`src/rtl/sbfr_pkg.sv`:
```
// ----------------------------------------------------------------------------
// sbfr_pkg
// Shared constants and types for the serial-bus frame receiver.
// ----------------------------------------------------------------------------
package sbfr_pkg;

    localparam int BYTE_W       = 8;
    localparam int FRAME_LEN    = 24;
    localparam int DATA_BYTES   = 22;
    localparam int NUM_CHANNELS = 16;
    localparam int CHAN_W       = 11;
    localparam int INDEX_W      = 4;
    localparam int POS_W        = 5;
    localparam int DATA_W       = DATA_BYTES * BYTE_W;
    localparam int QUEUE_DEPTH  = 2;

    localparam logic [BYTE_W-1:0] HEADER_BYTE = 8'h0F;
    localparam logic [BYTE_W-1:0] END_BYTE    = 8'h00;

    typedef struct packed {
        logic              error;
        logic [DATA_W-1:0] data;
    } frame_rec_t;

endpackage

```
`src/rtl/sbfr_front.sv`:
```
// ----------------------------------------------------------------------------
// sbfr_front
// Byte classifier: finds the header, gathers frame bytes, checks end bytes.
// ----------------------------------------------------------------------------
module sbfr_front
(
    input  logic                       clk,
    input  logic                       rst_n,
    input  logic                       accept,
    input  logic [sbfr_pkg::BYTE_W-1:0] rx_byte,
    output logic                       rec_push,
    output sbfr_pkg::frame_rec_t       rec
);

    logic                              open_reg;
    logic                              open_next;
    logic [sbfr_pkg::POS_W-1:0]        pos_reg;
    logic [sbfr_pkg::POS_W-1:0]        pos_next;
    logic [sbfr_pkg::BYTE_W-1:0]       prev_reg;
    logic [sbfr_pkg::BYTE_W-1:0]       prev_next;
    logic [sbfr_pkg::DATA_W-1:0]       data_reg;
    logic [sbfr_pkg::DATA_W-1:0]       data_next;
    logic                              closing;

    assign closing = accept && open_reg
                     && (pos_reg == sbfr_pkg::POS_W'(sbfr_pkg::FRAME_LEN - 1));

    always_comb
    begin
        open_next = open_reg;
        pos_next  = pos_reg;
        prev_next = prev_reg;
        data_next = data_reg;
        if (accept)
        begin
            if (!open_reg)
            begin
                if (rx_byte == sbfr_pkg::HEADER_BYTE && prev_reg == sbfr_pkg::END_BYTE)
                begin
                    open_next = 1'b1;
                    pos_next  = '0;
                end
                prev_next = rx_byte;
            end
            else if (closing)
            begin
                // hold previous byte at the flags byte
                open_next = 1'b0;
                pos_next  = '0;
            end
            else
            begin
                if (pos_reg < sbfr_pkg::POS_W'(sbfr_pkg::DATA_BYTES))
                begin
                    data_next = {rx_byte, data_reg[sbfr_pkg::DATA_W-1:sbfr_pkg::BYTE_W]};
                end
                pos_next  = pos_reg + 1'b1;
                prev_next = rx_byte;
            end
        end
    end

    always_ff @(posedge clk or negedge rst_n)
    begin
        if (!rst_n)
        begin
            open_reg <= 1'b0;
            pos_reg  <= '0;
            prev_reg <= '0;
        end
        else
        begin
            open_reg <= open_next;
            pos_reg  <= pos_next;
            prev_reg <= prev_next;
        end
    end

    always_ff @(posedge clk)
    begin
        data_reg <= data_next;
    end

    assign rec_push   = closing;
    assign rec.error  = !(rx_byte == sbfr_pkg::END_BYTE && prev_reg == sbfr_pkg::END_BYTE);
    assign rec.data   = data_reg;

endmodule

```
`src/rtl/sbfr_queue.sv`:
```
// ----------------------------------------------------------------------------
// sbfr_queue
// Short queue of completed frame records between front and back.
// ----------------------------------------------------------------------------
module sbfr_queue
#(
    parameter int DEPTH = sbfr_pkg::QUEUE_DEPTH
)
(
    input  logic                 clk,
    input  logic                 rst_n,
    input  logic                 push,
    input  sbfr_pkg::frame_rec_t wr_rec,
    output logic                 full,
    input  logic                 pop,
    output logic                 empty,
    output sbfr_pkg::frame_rec_t rd_rec
);

    localparam int PTR_W = (DEPTH > 1) ? $clog2(DEPTH) : 1;
    localparam int CNT_W = $clog2(DEPTH + 1);

    sbfr_pkg::frame_rec_t mem_reg [DEPTH];
    logic [PTR_W-1:0]     wr_ptr_reg;
    logic [PTR_W-1:0]     wr_ptr_next;
    logic [PTR_W-1:0]     rd_ptr_reg;
    logic [PTR_W-1:0]     rd_ptr_next;
    logic [CNT_W-1:0]     count_reg;
    logic [CNT_W-1:0]     count_next;
    logic                 do_push;
    logic                 do_pop;

    assign full    = (count_reg == CNT_W'(DEPTH));
    assign empty   = (count_reg == '0);
    assign do_push = push && !full;
    assign do_pop  = pop && !empty;
    assign rd_rec  = mem_reg[rd_ptr_reg];

    always_comb
    begin
        wr_ptr_next = wr_ptr_reg;
        rd_ptr_next = rd_ptr_reg;
        count_next  = count_reg;
        if (do_push)
        begin
            wr_ptr_next = (wr_ptr_reg == PTR_W'(DEPTH - 1)) ? '0 : wr_ptr_reg + 1'b1;
        end
        if (do_pop)
        begin
            rd_ptr_next = (rd_ptr_reg == PTR_W'(DEPTH - 1)) ? '0 : rd_ptr_reg + 1'b1;
        end
        if (do_push && !do_pop)
        begin
            count_next = count_reg + 1'b1;
        end
        else if (do_pop && !do_push)
        begin
            count_next = count_reg - 1'b1;
        end
    end

    always_ff @(posedge clk or negedge rst_n)
    begin
        if (!rst_n)
        begin
            wr_ptr_reg <= '0;
            rd_ptr_reg <= '0;
            count_reg  <= '0;
        end
        else
        begin
            wr_ptr_reg <= wr_ptr_next;
            rd_ptr_reg <= rd_ptr_next;
            count_reg  <= count_next;
        end
    end

    always_ff @(posedge clk)
    begin
        if (do_push)
        begin
            mem_reg[wr_ptr_reg] <= wr_rec;
        end
    end

`ifndef SYNTHESIS
    a_no_push_full: assert property (@(posedge clk) disable iff (!rst_n)
        !(push && full))
        else $error("frame record pushed into full queue");
    a_no_pop_empty: assert property (@(posedge clk) disable iff (!rst_n)
        !(pop && empty))
        else $error("frame record popped from empty queue");
    a_count_step: assert property (@(posedge clk) disable iff (!rst_n)
        (do_push && !do_pop) |=> (count_reg == $past(count_reg) + 1'b1))
        else $error("queue count did not advance on push");
`endif

endmodule

```
`src/rtl/sbfr_back.sv`:
```
// ----------------------------------------------------------------------------
// sbfr_back
// Channel unpacker: emits sixteen 11-bit channels or one error word.
// ----------------------------------------------------------------------------
module sbfr_back
(
    input  logic                          clk,
    input  logic                          rst_n,
    input  logic                          q_empty,
    input  sbfr_pkg::frame_rec_t          q_rec,
    output logic                          q_pop,
    output logic                          empty,
    input  logic                          pop,
    output logic [sbfr_pkg::INDEX_W-1:0]  channel_index,
    output logic [sbfr_pkg::CHAN_W-1:0]   channel_value,
    output logic                          frame_error,
    output logic                          last
);

    logic                           busy_reg;
    logic                           busy_next;
    logic                           err_reg;
    logic                           err_next;
    logic [sbfr_pkg::DATA_W-1:0]    cur_reg;
    logic [sbfr_pkg::DATA_W-1:0]    cur_next;
    logic [sbfr_pkg::INDEX_W-1:0]   ch_reg;
    logic [sbfr_pkg::INDEX_W-1:0]   ch_next;
    logic                           out_valid_reg;
    logic                           out_valid_next;
    logic [sbfr_pkg::INDEX_W-1:0]   idx_reg;
    logic [sbfr_pkg::INDEX_W-1:0]   idx_next;
    logic [sbfr_pkg::CHAN_W-1:0]    val_reg;
    logic [sbfr_pkg::CHAN_W-1:0]    val_next;
    logic                           oerr_reg;
    logic                           oerr_next;
    logic                           olast_reg;
    logic                           olast_next;
    logic                           advance;
    logic                           ch_final;

    assign advance  = busy_reg && (!out_valid_reg || pop);
    assign ch_final = (ch_reg == sbfr_pkg::INDEX_W'(sbfr_pkg::NUM_CHANNELS - 1));
    assign q_pop    = !busy_reg && !q_empty;

    always_comb
    begin
        busy_next      = busy_reg;
        err_next       = err_reg;
        cur_next       = cur_reg;
        ch_next        = ch_reg;
        out_valid_next = out_valid_reg;
        idx_next       = idx_reg;
        val_next       = val_reg;
        oerr_next      = oerr_reg;
        olast_next     = olast_reg;
        if (q_pop)
        begin
            busy_next = 1'b1;
            err_next  = q_rec.error;
            cur_next  = q_rec.data;
            ch_next   = '0;
        end
        if (advance)
        begin
            out_valid_next = 1'b1;
            if (err_reg)
            begin
                idx_next   = '0;
                val_next   = '0;
                oerr_next  = 1'b1;
                olast_next = 1'b1;
                busy_next  = 1'b0;
            end
            else
            begin
                idx_next   = ch_reg;
                val_next   = cur_reg[sbfr_pkg::CHAN_W-1:0];
                oerr_next  = 1'b0;
                olast_next = ch_final;
                cur_next   = cur_reg >> sbfr_pkg::CHAN_W;
                ch_next    = ch_reg + 1'b1;
                busy_next  = !ch_final;
            end
        end
        else if (pop)
        begin
            out_valid_next = 1'b0;
        end
    end

    always_ff @(posedge clk or negedge rst_n)
    begin
        if (!rst_n)
        begin
            busy_reg      <= 1'b0;
            out_valid_reg <= 1'b0;
        end
        else
        begin
            busy_reg      <= busy_next;
            out_valid_reg <= out_valid_next;
        end
    end

    always_ff @(posedge clk)
    begin
        err_reg   <= err_next;
        cur_reg   <= cur_next;
        ch_reg    <= ch_next;
        idx_reg   <= idx_next;
        val_reg   <= val_next;
        oerr_reg  <= oerr_next;
        olast_reg <= olast_next;
    end

    assign empty         = !out_valid_reg;
    assign channel_index = idx_reg;
    assign channel_value = val_reg;
    assign frame_error   = oerr_reg;
    assign last          = olast_reg;

`ifndef SYNTHESIS
    a_err_is_last: assert property (@(posedge clk) disable iff (!rst_n)
        (out_valid_reg && oerr_reg) |-> (olast_reg && idx_reg == '0 && val_reg == '0))
        else $error("error word is not a lone final word");
    a_no_load_busy: assert property (@(posedge clk) disable iff (!rst_n)
        q_pop |-> !busy_reg)
        else $error("frame record taken while unpacking");
`endif

endmodule

```
`src/rtl/sbus_frame_receiver.sv`:
```
// ----------------------------------------------------------------------------
// sbus_frame_receiver
// Serial-bus frame receiver: header search, 24-byte frame capture, end-byte
// check and unpacking into sixteen 11-bit channels.
//
//   channel   direction  handshake           payload
//   input     in         push / full         rx_byte[7:0]
//   result    out        empty / pop         channel_index[3:0],
//                                            channel_value[10:0],
//                                            frame_error, last
//
// One byte is taken per cycle while the frame queue has room.
// A closed frame's record goes through the queue and is then loaded into the
// unpacker before its first word shows; the rest follow one per cycle while
// pop is high. The next record is loaded only after a frame's last word.
// pop low holds the current word and the unpacker.
// full rises only when QUEUE_DEPTH frame records wait behind the unpacker.
// rst_n clears control state at once; no clearing pass is needed.
// ----------------------------------------------------------------------------
module sbus_frame_receiver
#(
    parameter int QUEUE_DEPTH = sbfr_pkg::QUEUE_DEPTH
)
(
    input  logic                          clk,
    input  logic                          rst_n,
    input  logic                          push,
    output logic                          full,
    input  logic [sbfr_pkg::BYTE_W-1:0]   rx_byte,
    output logic                          empty,
    input  logic                          pop,
    output logic [sbfr_pkg::INDEX_W-1:0]  channel_index,
    output logic [sbfr_pkg::CHAN_W-1:0]   channel_value,
    output logic                          frame_error,
    output logic                          last
);

    logic                 accept;
    logic                 rec_push;
    sbfr_pkg::frame_rec_t wr_rec;
    sbfr_pkg::frame_rec_t rd_rec;
    logic                 q_empty;
    logic                 q_pop;

    assign accept = push && !full;

    sbfr_front u_front
    (
        .clk      (clk),
        .rst_n    (rst_n),
        .accept   (accept),
        .rx_byte  (rx_byte),
        .rec_push (rec_push),
        .rec      (wr_rec)
    );

    sbfr_queue #(
        .DEPTH (QUEUE_DEPTH)
    ) u_queue
    (
        .clk    (clk),
        .rst_n  (rst_n),
        .push   (rec_push),
        .wr_rec (wr_rec),
        .full   (full),
        .pop    (q_pop),
        .empty  (q_empty),
        .rd_rec (rd_rec)
    );

    sbfr_back u_back
    (
        .clk           (clk),
        .rst_n         (rst_n),
        .q_empty       (q_empty),
        .q_rec         (rd_rec),
        .q_pop         (q_pop),
        .empty         (empty),
        .pop           (pop),
        .channel_index (channel_index),
        .channel_value (channel_value),
        .frame_error   (frame_error),
        .last          (last)
    );

endmodule

```
`config.mk`:
```
export PLATFORM = sky130hd
export DESIGN_NAME = sbus_frame_receiver
export DESIGN_NICKNAME = d
export VERILOG_FILES = /design/src/rtl/sbfr_pkg.sv /design/src/rtl/sbfr_front.sv /design/src/rtl/sbfr_queue.sv /design/src/rtl/sbfr_back.sv /design/src/rtl/sbus_frame_receiver.sv
export SDC_FILE = /design/constraint.sdc
export NUM_CORES = 1
export LEC_CHECK = 0
export ABC_AREA = 1
export BUFFER_PORTS_ARGS = -buffer_cell sky130_fd_sc_hd__buf_2
export CAP_MARGIN = 20
export CORE_MARGIN = 2
export CORE_UTILIZATION = 56
export CTS_BUF_LIST = sky130_fd_sc_hd__clkbuf_4 sky130_fd_sc_hd__clkbuf_8 sky130_fd_sc_hd__clkbuf_16
export CTS_CLUSTER_DIAMETER = 100
export DETAILED_ROUTE_END_ITERATION = 8
export GPL_TIMING_DRIVEN = 0
export PLACE_DENSITY = 0.7
export SYNTH_ARGS = -nofsm -noshare
export SYNTH_HDL_FRONTEND = slang
export SYNTH_SLANG_ARGS = --single-unit
```
`constraint.sdc`:
```
create_clock -name clk -period 40.8 [get_ports clk]
set_input_delay 6.12 -clock clk [delete_from_list [all_inputs] [get_ports clk]]
set_output_delay 6.12 -clock clk [all_outputs]
set_load 0.02 [all_outputs]
```
* Word level (Yosys, flattened, before mapping) *
Memories as Yosys holds them, arrays and structs flattened.
Index checks and enable logic that the tools add are counted.

storage, ports and cells
  flip-flop bits (word level) = 394
  memory bits (writable) = 354
  bits of input ports = 12
  output and inout port bits = 19
  logic and storage cells = 86
  memories = 1

memories
  name             words  bits a word  read ports  clocked after Yosys merged registers in  write ports  RTL line          RTL
  u_queue.mem_reg  2      177          1           0                                        1            sbfr_queue.sv:23  sbfr_pkg::frame_rec_t mem_reg [DEPTH];

operators by class
  add/sub/neg operators = 6
  magnitude comparators = 1
  equal/unequal tests = 5
  muxes and demuxes = 26
  bitwise gates (word level) = 1
  reduce and logical (&&, ||, !) cells = 30

operators with widths
  kind                                                  number
  2-to-1 mux 176 bit                                    3
  logical NOT 8 bit                                     2
  2-to-1 mux 8 bit                                      2
  2-to-1 mux 5 bit                                      3
  2-to-1 mux 1 bit                                      13
  2-to-1 mux 4 bit                                      3
  logical AND 1 bit                                     11
  equality test 8 x 4 -> 1 bit (second input constant)  1
  logical NOT 1 bit                                     8
  nonzero test 2 bit                                    4
  adder 5 x 1 -> 5 bit (second input constant)          1
  equality test 5 bit (second input constant)           1
  less-than comparator 5 bit (second input constant)    1
  adder 4 x 1 -> 4 bit (second input constant)          1
  equality test 4 bit (second input constant)           1
  2-to-1 mux 2 bit                                      2
  AND reduction 2 bit                                   2
  AND reduction 4 bit                                   1
  adder 1 bit (second input constant)                   2
  adder 2 x 1 -> 2 bit (second input constant)          1
  equality test 2 bit (second input constant)           1
  logical NOT 2 bit                                     1
  inequality test 2 bit (second input constant)         1
  subtractor 2 x 1 -> 2 bit (second input constant)     1
  2 further kinds                                       2

* Longest topological paths before layout *
Gate-level depths: netlist of the first run.

  word-level depth = 10
  mapped depth = 9
  mapped depth without buffers = 9

* By module *
From an unflattened synthesis of the first run, not the netlist that was laid out.

unflattened totals
  cell total of the unflattened synthesis = 2612
  area total of the unflattened synthesis = 28127.0 um2

modules (own cells, without submodules)
  module               times used  cells each  area an instance (um2)  sequential area each (um2)
  sbfr_queue           1           956         13146.4                 10730.3
  sbfr_back            1           1377        8859.7                  4194.0
  sbfr_front           1           277         6110.9                  5635.4
  sbus_frame_receiver  1           2           10.0                    0.0

* Worst setup path before layout of the first run *
Ideal clock, no wire load.

  path kind = input to register
  from = input push
  to = register u_front.data_reg[0] in the netlist's numbering, enable pin
  library setup time = 0.927 ns
  data arrival time = 18.433 ns
  required time = 39.873 ns
  setup slack = 21.440 ns
  cell stages on the path = 3
  path buffers = 0
  cell sequence = a21boi_4 nand2_1 nor3_1

between the ends
  word-level cells in the longest chain between the ends = 5

ends and longest elaborated chain
  what                               RTL line                   RTL
  start, declared                    sbus_frame_receiver.sv:27  input logic push,
  logical AND 1 bit (*)              sbus_frame_receiver.sv:45  assign accept = push && !full;
  logical AND 1 bit                  sbfr_front.sv:25           assign closing = accept && open_reg
  logical AND 1 bit                  sbfr_front.sv:26           && (pos_reg == sbfr_pkg::POS_W'(sbfr_pkg::FRAME_LEN - 1));
  inverter 1 bit (no line)           --
  AND reduction 4 bit (no line) (*)  --
  end signal, assigned               sbfr_front.sv:81           data_reg <= data_next;
  end, declared                      sbfr_front.sv:21           logic [sbfr_pkg::DATA_W-1:0] data_reg;

Every way passes the cells marked *; elsewhere a longest branch is shown, timed or not.
A chain may end at the register's enable or synchronous reset.

* Final worst setup path of the first run *
  from = input push
  to = memory u_queue.mem_reg[0][69] in the netlist's numbering, enable pin

between the ends
  word-level cells in the longest chain between the ends = 6

ends and longest elaborated chain
  what                                    RTL line                   RTL
  logical AND 1 bit                       sbus_frame_receiver.sv:45
  logical AND 1 bit                       sbfr_front.sv:25
  logical AND 1 bit                       sbfr_front.sv:26
  logical AND 1 bit                       sbfr_queue.sv:35           assign do_push = push && !full;
  2-to-1 mux 1 bit                        sbfr_queue.sv:80           if (do_push)
  2-to-1 mux 1 bit (not written as such)  sbfr_queue.sv:82           mem_reg[wr_ptr_reg] <= wr_rec;
  end, declared                           sbfr_queue.sv:23

Every way passes these cells.

==> results of run 1 <==
-- power by group through the flow --
stage / combinational [W] / sequential, W / clock (W)
2_1_floorplan: 0.000371 / 0.00104 / 0
6_report: 0.000544 / 0.00104 / 0.000647
3_3_place_gp: 0.000510 / 0.00106 / 0
3_5_place_dp: 0.000536 / 0.00105 / 0
4_1_cts: 0.000543 / 0.00103 / 0.000656
5_1_grt: 0.000612 / 0.00105 / 0.000687
-- worst max-delay path, cell delays in order --
cell and delay (ps):
buf_2 90, a21boi_4 300, nand2_1 160, nor2_2 260, inv_1 200, nor2_4 590, buf_12 290, buf_12 240
buf_12 230
-- worst paths after layout --
| path | cells past startpoint | slack, ps | endpoint | startpoint |
|---|---|---|---|---|
| setup / recovery | 9 | 32550 | u_queue.mem_reg[0][69] | push |
| hold / removal | 0 | 450 | u_queue.mem_reg[0][4] | u_front.data_reg[4] |
| setup reg to reg | 10 | 37680 | u_queue.mem_reg[0][69] | u_front.pos_reg[0] |
| hold reg to reg | 0 | 450 | u_queue.mem_reg[0][4] | u_front.data_reg[4] |
| max in group asynchronous | 1 | 35010 | u_queue.count_reg[1] | rst_n |
| min in group asynchronous | 1 | 5460 | u_front.prev_reg[7] | rst_n |
-- logic make-up after synthesis --
group / after synthesis / synth area share, %
compound gates: 48 / 1.145
xor+xnor: 4 / 0.1309
fa+ha+maj: 3 / 0.1403
buf+inv: 149 / 2.412
flops: 748 / 76.82
simple gates: 1268 / 19.35
-- area by class of cell --
cell class / instances / area (um^2) / share of cell area (%)
clock inverter: 33 / 246.5 / 0.8095
timing repair buffer: 59 / 581.8 / 1.911
tap: 615 / 769.5 / 2.527
inverter: 34 / 127.6 / 0.4191
clock buffer: 98 / 2068 / 6.792
buffer: 115 / 518.0 / 1.701
multi-input combinational: 1323 / 5579 / 18.32
sequential: 748 / 20560 / 67.52
-- per-stage QoR --
stage                     std cells  setup WS (ps)  hold slack, ps  util [%]
after global placement         2865          14090           424.2     58.35
after floorplan                2220          21440           421.5         -
after global routing           3025          32360           459.7     64.18
after CTS                      3025          32520           445.0     64.18
after detailed placement       2894          31910           430.7     59.30
final                          3025          32550           450.5     64.18
-- synthesized netlist by cell type --
cell type / n / area, um^2
nor2_1: 34 / 127.6
dfrtp_1: 20 / 500.5
a21oi_1: 4 / 20.02
o211ai_1: 11 / 82.58
buf_2: 62 / 310.3
a31oi_1: 11 / 68.82
nand4_1: 4 / 25.02
nand3_1: 316 / 1582
clkbuf_2: 1 / 5.000
a21boi_4: 1 / 18.77
inv_1: 29 / 108.9
xor2_1: 3 / 26.28
nand2_1: 907 / 3405
ha_1: 3 / 37.54
xnor2_1: 1 / 8.760
edfxtp_1: 548 / 16460
nand2_2: 2 / 12.51
clkbuf_1: 41 / 153.9
clkinv_1: 1 / 3.750
nor4_1: 1 / 6.260
buf_4: 2 / 15.01
o21ai_0: 20 / 100.1
nor3_1: 2 / 10.01
buf_1: 9 / 33.78
inv_2: 4 / 15.01
nor2_2: 2 / 12.51
dfxtp_1: 180 / 3603
a21oi_4: 1 / 16.27
-- routing by layer --
layer	wire length [um]	GRT usage, %	vias up
met5	0	0	-
met4	1051	7.015	0
met3	2491	3.081	85
met2	25820	35.95	405
met1	24220	30.55	7965
li1	-	-	7854
==> qor.csv, run 1 <==
metric;value;unit
Bufs on Longest Clock Path;3;
register area share after synthesis;76.82;%
final setup violating endpoints;0;
switch share;32.22;%
final hold viol count;0;
syn_area_per_cell;12.06;um^2
Min-Delay Path Class;flop to flop;
post-route cell area;30450;um^2
Psw;0.0007171;W
post-route minimum period;8246;ps
number of DRC markers in iteration 0;1458;
H-tree lvl count;3;
PD cells;73.08;nW/um^2
RSZ-0062 raised after global routing;false;
Port Buf Inserts;30;
FILL cells;3514;
share of cells above drive strength 1;10.75;%
gr ovfl total;0;
Die Ht;222.6;um
Setup TNS Final;0;ps
ANT nets after route;0;
post-cts hold buffer count;0;
DR pass1 iterations;5;
Yosys Warn Count;0;
CTS resizes;0;
vias;16310;
syn_nets;2235;
vias in the first global route;16330;
# DRC;0;
most frequent cells in the layout;nand2_1 (907), edfxtp_1 (548), nand3_1 (316), dfxtp_1 (180), buf_2 (92);
fmax;121.3;MHz
Core ar.;47450;um^2
post-CTS setup buffer count;0;
CP Data Required Time;41090;ps
Area Growth Syn to Fin;13.77;%
CTS tree;built;
antenna violations before repair;0;
Power Total;0.002225;W
Worst-Margin Slew;944.7;ps
Synth cell types;28;
FP Rows;80;
crit-path max FO;31;
WP data arrival;8530;ps
Setup Crit Path Kind;primary input to flop;
clock share of power;29.1;%
max FFs per register;354;
VDD IR max;32.99;uV
max-cap viol count;0;
most common cell after layout, fill and taps aside;nand2_1;
CTS root buf;clkbuf_16;
routed length per instance;17.71;um
clock latency on the worst-skew pair;600;ps
status;finished clean;
Post-Route Skew;23.89;ps
GRT Util Overall;21.89;%
crit start category;primary input;
Slew headroom;36.95;%
Cell Area, Synth;26760;um^2
P_leak;11.81;nW
post-synthesis cell count;2220;
fin nets;2368;
chip width;222.6;um
Comb pwr share;24.4;%
clock transition at the registers of the reported paths;60;ps
routed vias/inst;5.391;
hpwl dp;35280;um
GPL Wtd Cong;0.8359;
Pint;0.001508;W
area post-placement;28140;um^2
CP Capture Type;flop;
Diodes inserted;0;
largest net degree at the start of global routing;32;
WL final;53580;um
synthesized flop and latch total;748;
Final Slew Violations;0;
Clock Sink Count;748;
Period Utilization, post-route;20.21;%
Initial Utilization;56.41;%
Flop pwr share;46.5;%
first-pass GRT wire length;85450;um
IO Pins;31;
die area;49560;um^2
clock buffer count from CTS;72;
No activity file was read; power rests on OpenSTA's default activity.
==> inputs of run 2 (changes only) <==
clock period = 8.06 ns   (was 40.8 ns; I/O delays follow)
==> run 2 against run 1 <==
Net effect: sequential share of layout area shrank 0.35 points; die area unchanged; first-iteration DRC count shrank 15%; critical path depth is the same; total power rose to 5.1 times the previous value; sequential power grew to 5.0 times the previous value; hold slack got worse by 4.5 ps; clock skew is 5.8 ps lower; flip-flop and latch count is the same; final cell count hardly changed; largest cell class unchanged.
==> qor.csv, run 2 (synthesis results as in run 1) <==
metric;value;unit;change
DR pass1 iterations;5;;unchanged
Port Buf Inserts;30;;unchanged
Bufs on Longest Clock Path;3;;unchanged
# DRC;0;;unchanged
final hold viol count;0;;unchanged
busiest layer in global routing;met2;;unchanged
Final Slew Violations;0;;unchanged
Worst-Margin Slew;989.8;ps;was 944.7 ps
placed cells;2888;;was 2894
routed length per instance;17.39;um;was 17.71 um
WP data arrival;3680;ps;was 8530 ps
clock latency on the worst-skew pair;600;ps;about the same
GPL Wtd Cong;0.8354;;was 0.8359
most frequent cells in the layout;nand2_1 (907), edfxtp_1 (548), nand3_1 (316), dfxtp_1 (180), buf_2 (92);;unchanged
routed vias/inst;5.342;;was 5.391
area post-placement;28200;um^2;was 28140 um^2
die area;49560;um^2;unchanged
chip width;222.6;um;unchanged
Initial Utilization;56.41;%;unchanged
largest net degree at the start of global routing;32;;unchanged
met2 usage;34.63;%;was 35.95%
Power Total;0.01136;W;was 0.002225 W
max FFs per register;354;;unchanged
GRT met3 Usage;3.280;%;was 3.081%
M1 GR Usage;30.30;%;was 30.55%
hold_ws;446.0;ps;was 450.5 ps
fin nets;2364;;was 2368
WL final;52580;um;was 53580 um
Slew headroom;33.94;%;was 36.95%
gr ovfl total;0;;unchanged
CTS root buf;clkbuf_16;;unchanged
FP Rows;80;;unchanged
Area Growth Syn to Fin;14.37;%;was 13.77%
Clock Sink Count;748;;unchanged
Setup Crit Path Kind;primary input to flop;;unchanged
IO Pins;31;;unchanged
GRT Util Overall;21.49;%;was 21.89%
Min-Delay Path Class;flop to flop;;unchanged
P_leak;11.84;nW;was 11.81 nW
Diodes inserted;0;;unchanged
post-cts hold buffer count;0;;unchanged
ANT nets after route;0;;unchanged
share of cells above drive strength 1;10.34;%;was 10.75%
CTS tree;built;;unchanged
Post-Route Skew;18.14;ps;was 23.89 ps
CP Capture Type;flop;;unchanged
post-CTS setup buffer count;0;;unchanged
post-route minimum period;3387;ps;
Core ar.;47450;um^2;unchanged
max-cap viol count;0;;unchanged
vias;16150;;was 16310
vias in the first global route;16010;;was 16330
Non-Filler Instances;3023;;was 3025
CTS resizes;0;;unchanged
status;finished clean;;unchanged
clock buffer count from CTS;74;;was 72
most common cell after layout, fill and taps aside;nand2_1;;unchanged
RSZ-0062 raised after global routing;false;;unchanged
VDD IR max;231.0;uV;was 32.99 uV
crit start category;primary input;;unchanged
number of DRC markers in iteration 0;1242;;was 1458
crit-path max FO;30;;was 31
hpwl dp;34660;um;was 35280 um
H-tree lvl count;3;;unchanged
FILL cells;3527;;was 3514
post-route cell area;30610;um^2;was 30450 um^2
CP Data Required Time;8350;ps;was 41090 ps
first-pass GRT wire length;83440;um;was 85450 um
Die Ht;222.6;um;unchanged
final setup violating endpoints;0;;unchanged
clock transition at the registers of the reported paths;60;ps;about the same
antenna violations before repair;0;;unchanged
PD cells;371.1;nW/um^2;was 73.08 nW/um^2
Period Utilization, post-route;42.02;%;
fmax;295.3;MHz;
[run 2: report_power, final]
group	leakage (nW)	internal, W	total, W	switching [W]
sequential	6.71	0.00487	0.00523	0.000363
combinational	3.93	0.000878	0.00275	0.00187
clock	1.20	0.00200	0.00337	0.00137
total	11.8	0.00775	0.0114	0.00361
[run 2: cell type report]
| class | count | area (um^2) | area share [%] |
|---|---|---|---|
| sequential | 748 | 20560 | 67.17 |
| inverter | 34 | 127.6 | 0.4169 |
| clock buffer | 99 | 2111 | 6.896 |
| tap | 615 | 769.5 | 2.514 |
| timing repair buffer | 53 | 643.1 | 2.101 |
| clock inverter | 36 | 296.5 | 0.9687 |
| multi-input combinational | 1323 | 5585 | 18.25 |
| buffer | 115 | 518.0 | 1.692 |
[run 2: worst paths after layout]
check | start | end | slack (ps) | cells after the start
worst max register to register | u_queue.count_reg[0] | u_queue.mem_reg[1][103] | 4950 | 9
worst max-delay path | push | u_queue.mem_reg[1][103] | 4670 | 9
worst min register to register | u_front.data_reg[5] | u_queue.mem_reg[0][5] | 450 | 0
worst min-delay path | u_front.data_reg[5] | u_queue.mem_reg[0][5] | 450 | 0
max in group asynchronous | rst_n | u_queue.count_reg[1] | 7200 | 1
min in group asynchronous | rst_n | u_front.prev_reg[4] | 550 | 1
[run 2: per-layer routing]
metal	share of wire, %	routed length, um	up-vias
met5	0	0	-
met4	2.3	1219	0
met3	5.1	2665	94
met2	48	25110	400
met1	45	23580	7809
li1	-	-	7845
[run 2: through the flow]
step	setup slack (ps)	setup TNS [ps]	util (%)
2_1_floorplan	-901.9	-158740	-
3_3_place_gp	-4938	-1510490	58.37
3_5_place_dp	4040	0	59.44
4_1_cts	4658	0	64.52
5_1_grt	4459	0	64.52
6_report	4673	0	64.52
[run 2: worst max-delay path, cell delays in order]
cell	delay, ps
buf_2	100
a21boi_4	310
nand2_1	190
nor2_2	270
inv_1	190
nor2_4	630
buf_12	290
buf_12	220
buf_12	230
==> inputs of run 3 (changes only) <==
ABC_AREA = 0   (was 1)
clock period = 3.3 ns   (was 8.06 ns; I/O delays follow)
==> run 3 against run 2 <==
Net effect: die area fell by 3.4%; area after synthesis fell by 3.4%; final area fell by 2.6%; clock skew rose by 0.89 ps; combinational power rose by 120%.
==> qor.csv, run 3 <==
metric;value;unit;change
WP data arrival;3330;ps;was 3680 ps
hold depth;1;;was 0
Final Slew Violations;0;;unchanged
ys async rst share;2.674;%;unchanged
Cell Area, Synth;25850;um^2;was 26760 um^2
final hold viol count;0;;unchanged
antenna violations before repair;1;;was 0
clock transition at the registers of the reported paths;60;ps;about the same
Synth top area share;63.67;%;was 61.48%
Setup Crit Path Kind;flop to flop;;was primary input to flop
number of DRC markers in iteration 0;1169;;was 1242
fin nets;1602;;was 2364
Setup Slack @ Placement;-28.78;ps;was 4040 ps
P_leak;10.81;nW;was 11.84 nW
vias;12890;;was 16150
Commonest cells post-synth;edfxtp_1 (548), dfxtp_1 (180), mux2i_1 (179);;was nand2_1 (907), edfxtp_1 (548), nand3_1 (316)
post-synthesis cell count;1454;;was 2220
routed length per instance;21.49;um;was 17.39 um
clock latency on the worst-skew pair;600;ps;about the same
Core ar.;45480;um^2;was 47450 um^2
area post-placement;27200;um^2;was 28200 um^2
chip width;218.8;um;was 222.6 um
Post-synth EDFFs;548;;unchanged
share of cells above drive strength 1;16.33;%;was 10.34%
worst hold start;rx_byte[5];;was u_front.data_reg[5]
CTS tree;built;;unchanged
# DRC;0;;unchanged
syn_nets;1469;;was 2235
status;finished clean;;unchanged
Die Ht;218.8;um;was 222.6 um
Area Growth Syn to Fin;15.40;%;was 14.37%
RSZ-0062 raised after global routing;false;;unchanged
most common cell after layout, fill and taps aside;edfxtp_1;;was nand2_1
Bufs on Longest Clock Path;3;;unchanged
Clock Sink Count;748;;unchanged
post-route minimum period;3076;ps;
DR pass1 iterations;5;;unchanged
Initial Utilization;56.83;%;was 56.41%
first-pass GRT wire length;74740;um;was 83440 um
top-count cell post-synth;edfxtp_1;;was nand2_1
post-CTS setup buffer count;0;;unchanged
die area;47890;um^2;was 49560 um^2
ANT nets after route;0;;unchanged
fmax;325.1;MHz;
FP Rows;78;;was 80
Slew headroom;43.48;%;was 33.94%
Synth area leader;edfxtp_1;;unchanged
Diodes inserted;0;;unchanged
vias in the first global route;13220;;was 16010
IO Pins;31;;unchanged
CTS root buf;clkbuf_16;;unchanged
Min-Delay Path Class;primary input to flop;;was flop to flop
register area share after synthesis;79.54;%;was 76.82%
synthesized flop and latch total;748;;unchanged
syn_area_per_cell;17.78;um^2;was 12.06 um^2
Post-Route Skew;19.03;ps;was 18.14 ps
crit start category;flop;;was primary input
WL final;48290;um;was 52580 um
hpwl dp;29930;um;was 34660 um
FF-to-FF setup slack;220;ps;was 4950 ps
reg2reg start;u_front.pos_reg[1];;was u_queue.count_reg[0]
placed cells;2109;;was 2888
routed vias/inst;5.737;;was 5.342
Yosys Warn Count;0;;unchanged
GRT Util Overall;20.52;%;was 21.49%
most frequent cells in the layout;edfxtp_1 (548), dfxtp_1 (180), mux2i_1 (179), nor2_1 (166), a221o_1 (165);;was nand2_1 (907), edfxtp_1 (548), nand3_1 (316), dfxtp_1 (180), buf_2 (92)
Non-Filler Instances;2247;;was 3023
largest cells by area after synthesis;edfxtp_1 (64%), dfxtp_1 (14%), mux2i_1 (6.9%), a221o_1 (6.4%), nor2_1 (2.4%);;was edfxtp_1 (61%), dfxtp_1 (13%), nand2_1 (13%), nand3_1 (5.9%), dfrtp_1 (1.9%)
clock buffer count from CTS;73;;was 74
R2R cell count;6;;was 9
Period Utilization, post-route;93.20;%;
Worst-Margin Slew;847.8;ps;was 989.8 ps
crit-path max FO;61;;was 30
CP Capture Type;flop;;unchanged
FILL cells;3073;;was 3527
Most used DFF post-synth;edfxtp_1;;unchanged
Synth cell types;40;;was 28
final setup violating endpoints;0;;unchanged
VDD IR max;727.9;uV;was 231.0 uV
CP Data Required Time;3550;ps;was 8350 ps
gr ovfl total;0;;unchanged
PD cells;909.2;nW/um^2;was 371.1 nW/um^2
GPL Wtd Cong;0.7673;;was 0.8354
Port Buf Inserts;30;;unchanged
final setup margin;224.4;ps;was 4673 ps
post-route cell area;29830;um^2;was 30610 um^2
Power Total;0.02712;W;was 0.01136 W
Hold Path Sink;u_front.data_reg[173];;was u_queue.mem_reg[0][5]
max-cap viol count;0;;unchanged
largest net degree at the start of global routing;62;;was 32
FF-to-FF End;u_queue.mem_reg[1][68];;was u_queue.mem_reg[1][103]
H-tree lvl count;3;;unchanged
max FFs per register;354;;unchanged
[run 3: worst max-delay path, stage by stage (launching register included)]
cell      delay [ps]
dfrtp_1          390
ha_2             240
nand4b_1         320
nor3_2           620
and2_4           440
buf_16           320
buf_16           350
[run 3: logic make-up (layout without fill, tap and decap cells)]
family | after synthesis | count (layout) | share of synthesized area, %
muxes | 190 | 190 | 7.411
adders and majority gates | 3 | 3 | 0.1452
xor gates and xnor gates | 5 | 5 | 0.1694
AOI/OAI and AO/OA | 193 | 193 | 7.179
buffers and inverters | 89 | 280 | 1.854
DFF | 748 | 748 | 79.54
and+or+nand+nor | 226 | 228 | 3.698
[run 3: power breakdown]
group | switching (W) | internal [W] | total [W]
Clock | 0.00339 | 0.00541 | 0.00880
Combinational | 0.00322 | 0.00271 | 0.00593
Sequential | 0.00100 | 0.0114 | 0.0124
[run 3: worst max path at each step]
stage                             startpoint                endpoint  slack (ps)  cells after the start
after global routing      u_front.pos_reg[1]  u_queue.mem_reg[1][68]          70                      6
after detailed placement  u_front.pos_reg[0]   u_queue.mem_reg[1][4]         -30                      6
after floorplan           u_front.pos_reg[1]   u_queue.mem_reg[0][0]       -3680                      3
final                     u_front.pos_reg[1]  u_queue.mem_reg[1][68]         220                      6
after global placement    u_front.pos_reg[1]  u_queue.mem_reg[0][71]       -7360                      3
after CTS                 u_front.pos_reg[1]  u_queue.mem_reg[1][68]         120                      6
[run 3: area by class of cell]
| type | count | area (um^2) | area share, % |
|---|---|---|---|
| Buffer | 81 | 449.2 | 1.506 |
| Clock inverter | 35 | 427.9 | 1.435 |
| Clock buffer | 100 | 2172 | 7.282 |
| Timing Repair Buffer | 56 | 578.1 | 1.938 |
| Tap cell | 600 | 750.7 | 2.517 |
| Inverter | 8 | 30.03 | 0.1007 |
| Sequential cell | 748 | 20560 | 68.93 |
| Multi-Input combinational cell | 619 | 4860 | 16.29 |
[run 3: layer usage]
layer	GRT usage [%]	wire length (um)	part of all wire, %	vias to the layer above
met5	0	0	0	-
met4	6.554	1143	2.4	0
met3	3.936	2121	4.4	94
met2	34.14	23880	49	324
met1	27.58	21140	44	6491
li1	-	-	-	5983
[run 3: what timing repair did]
item / CTS / global route
setup endpoints to repair: 61 / 8
gates cloned: 1 / 1
hold endpoints to repair: 20 / 0
resized for setup: 1 / 0
pin swaps: 1 / 1
hold buffers: 1 / 0
[run 3: metrics by stage]
| step | hold WS (ps) | util, % | TNS, ps |
|---|---|---|---|
| 3_5_place_dp | 436.5 | 59.80 | -1505 |
| 5_1_grt | 85.01 | 65.59 | 0 |
| 2_1_floorplan | 199.4 | - | -1176180 |
| 3_3_place_gp | 424.8 | 58.87 | -2468030 |
| 6_report | 109.4 | 65.59 | 0 |
| 4_1_cts | 78.05 | 65.57 | 0 |
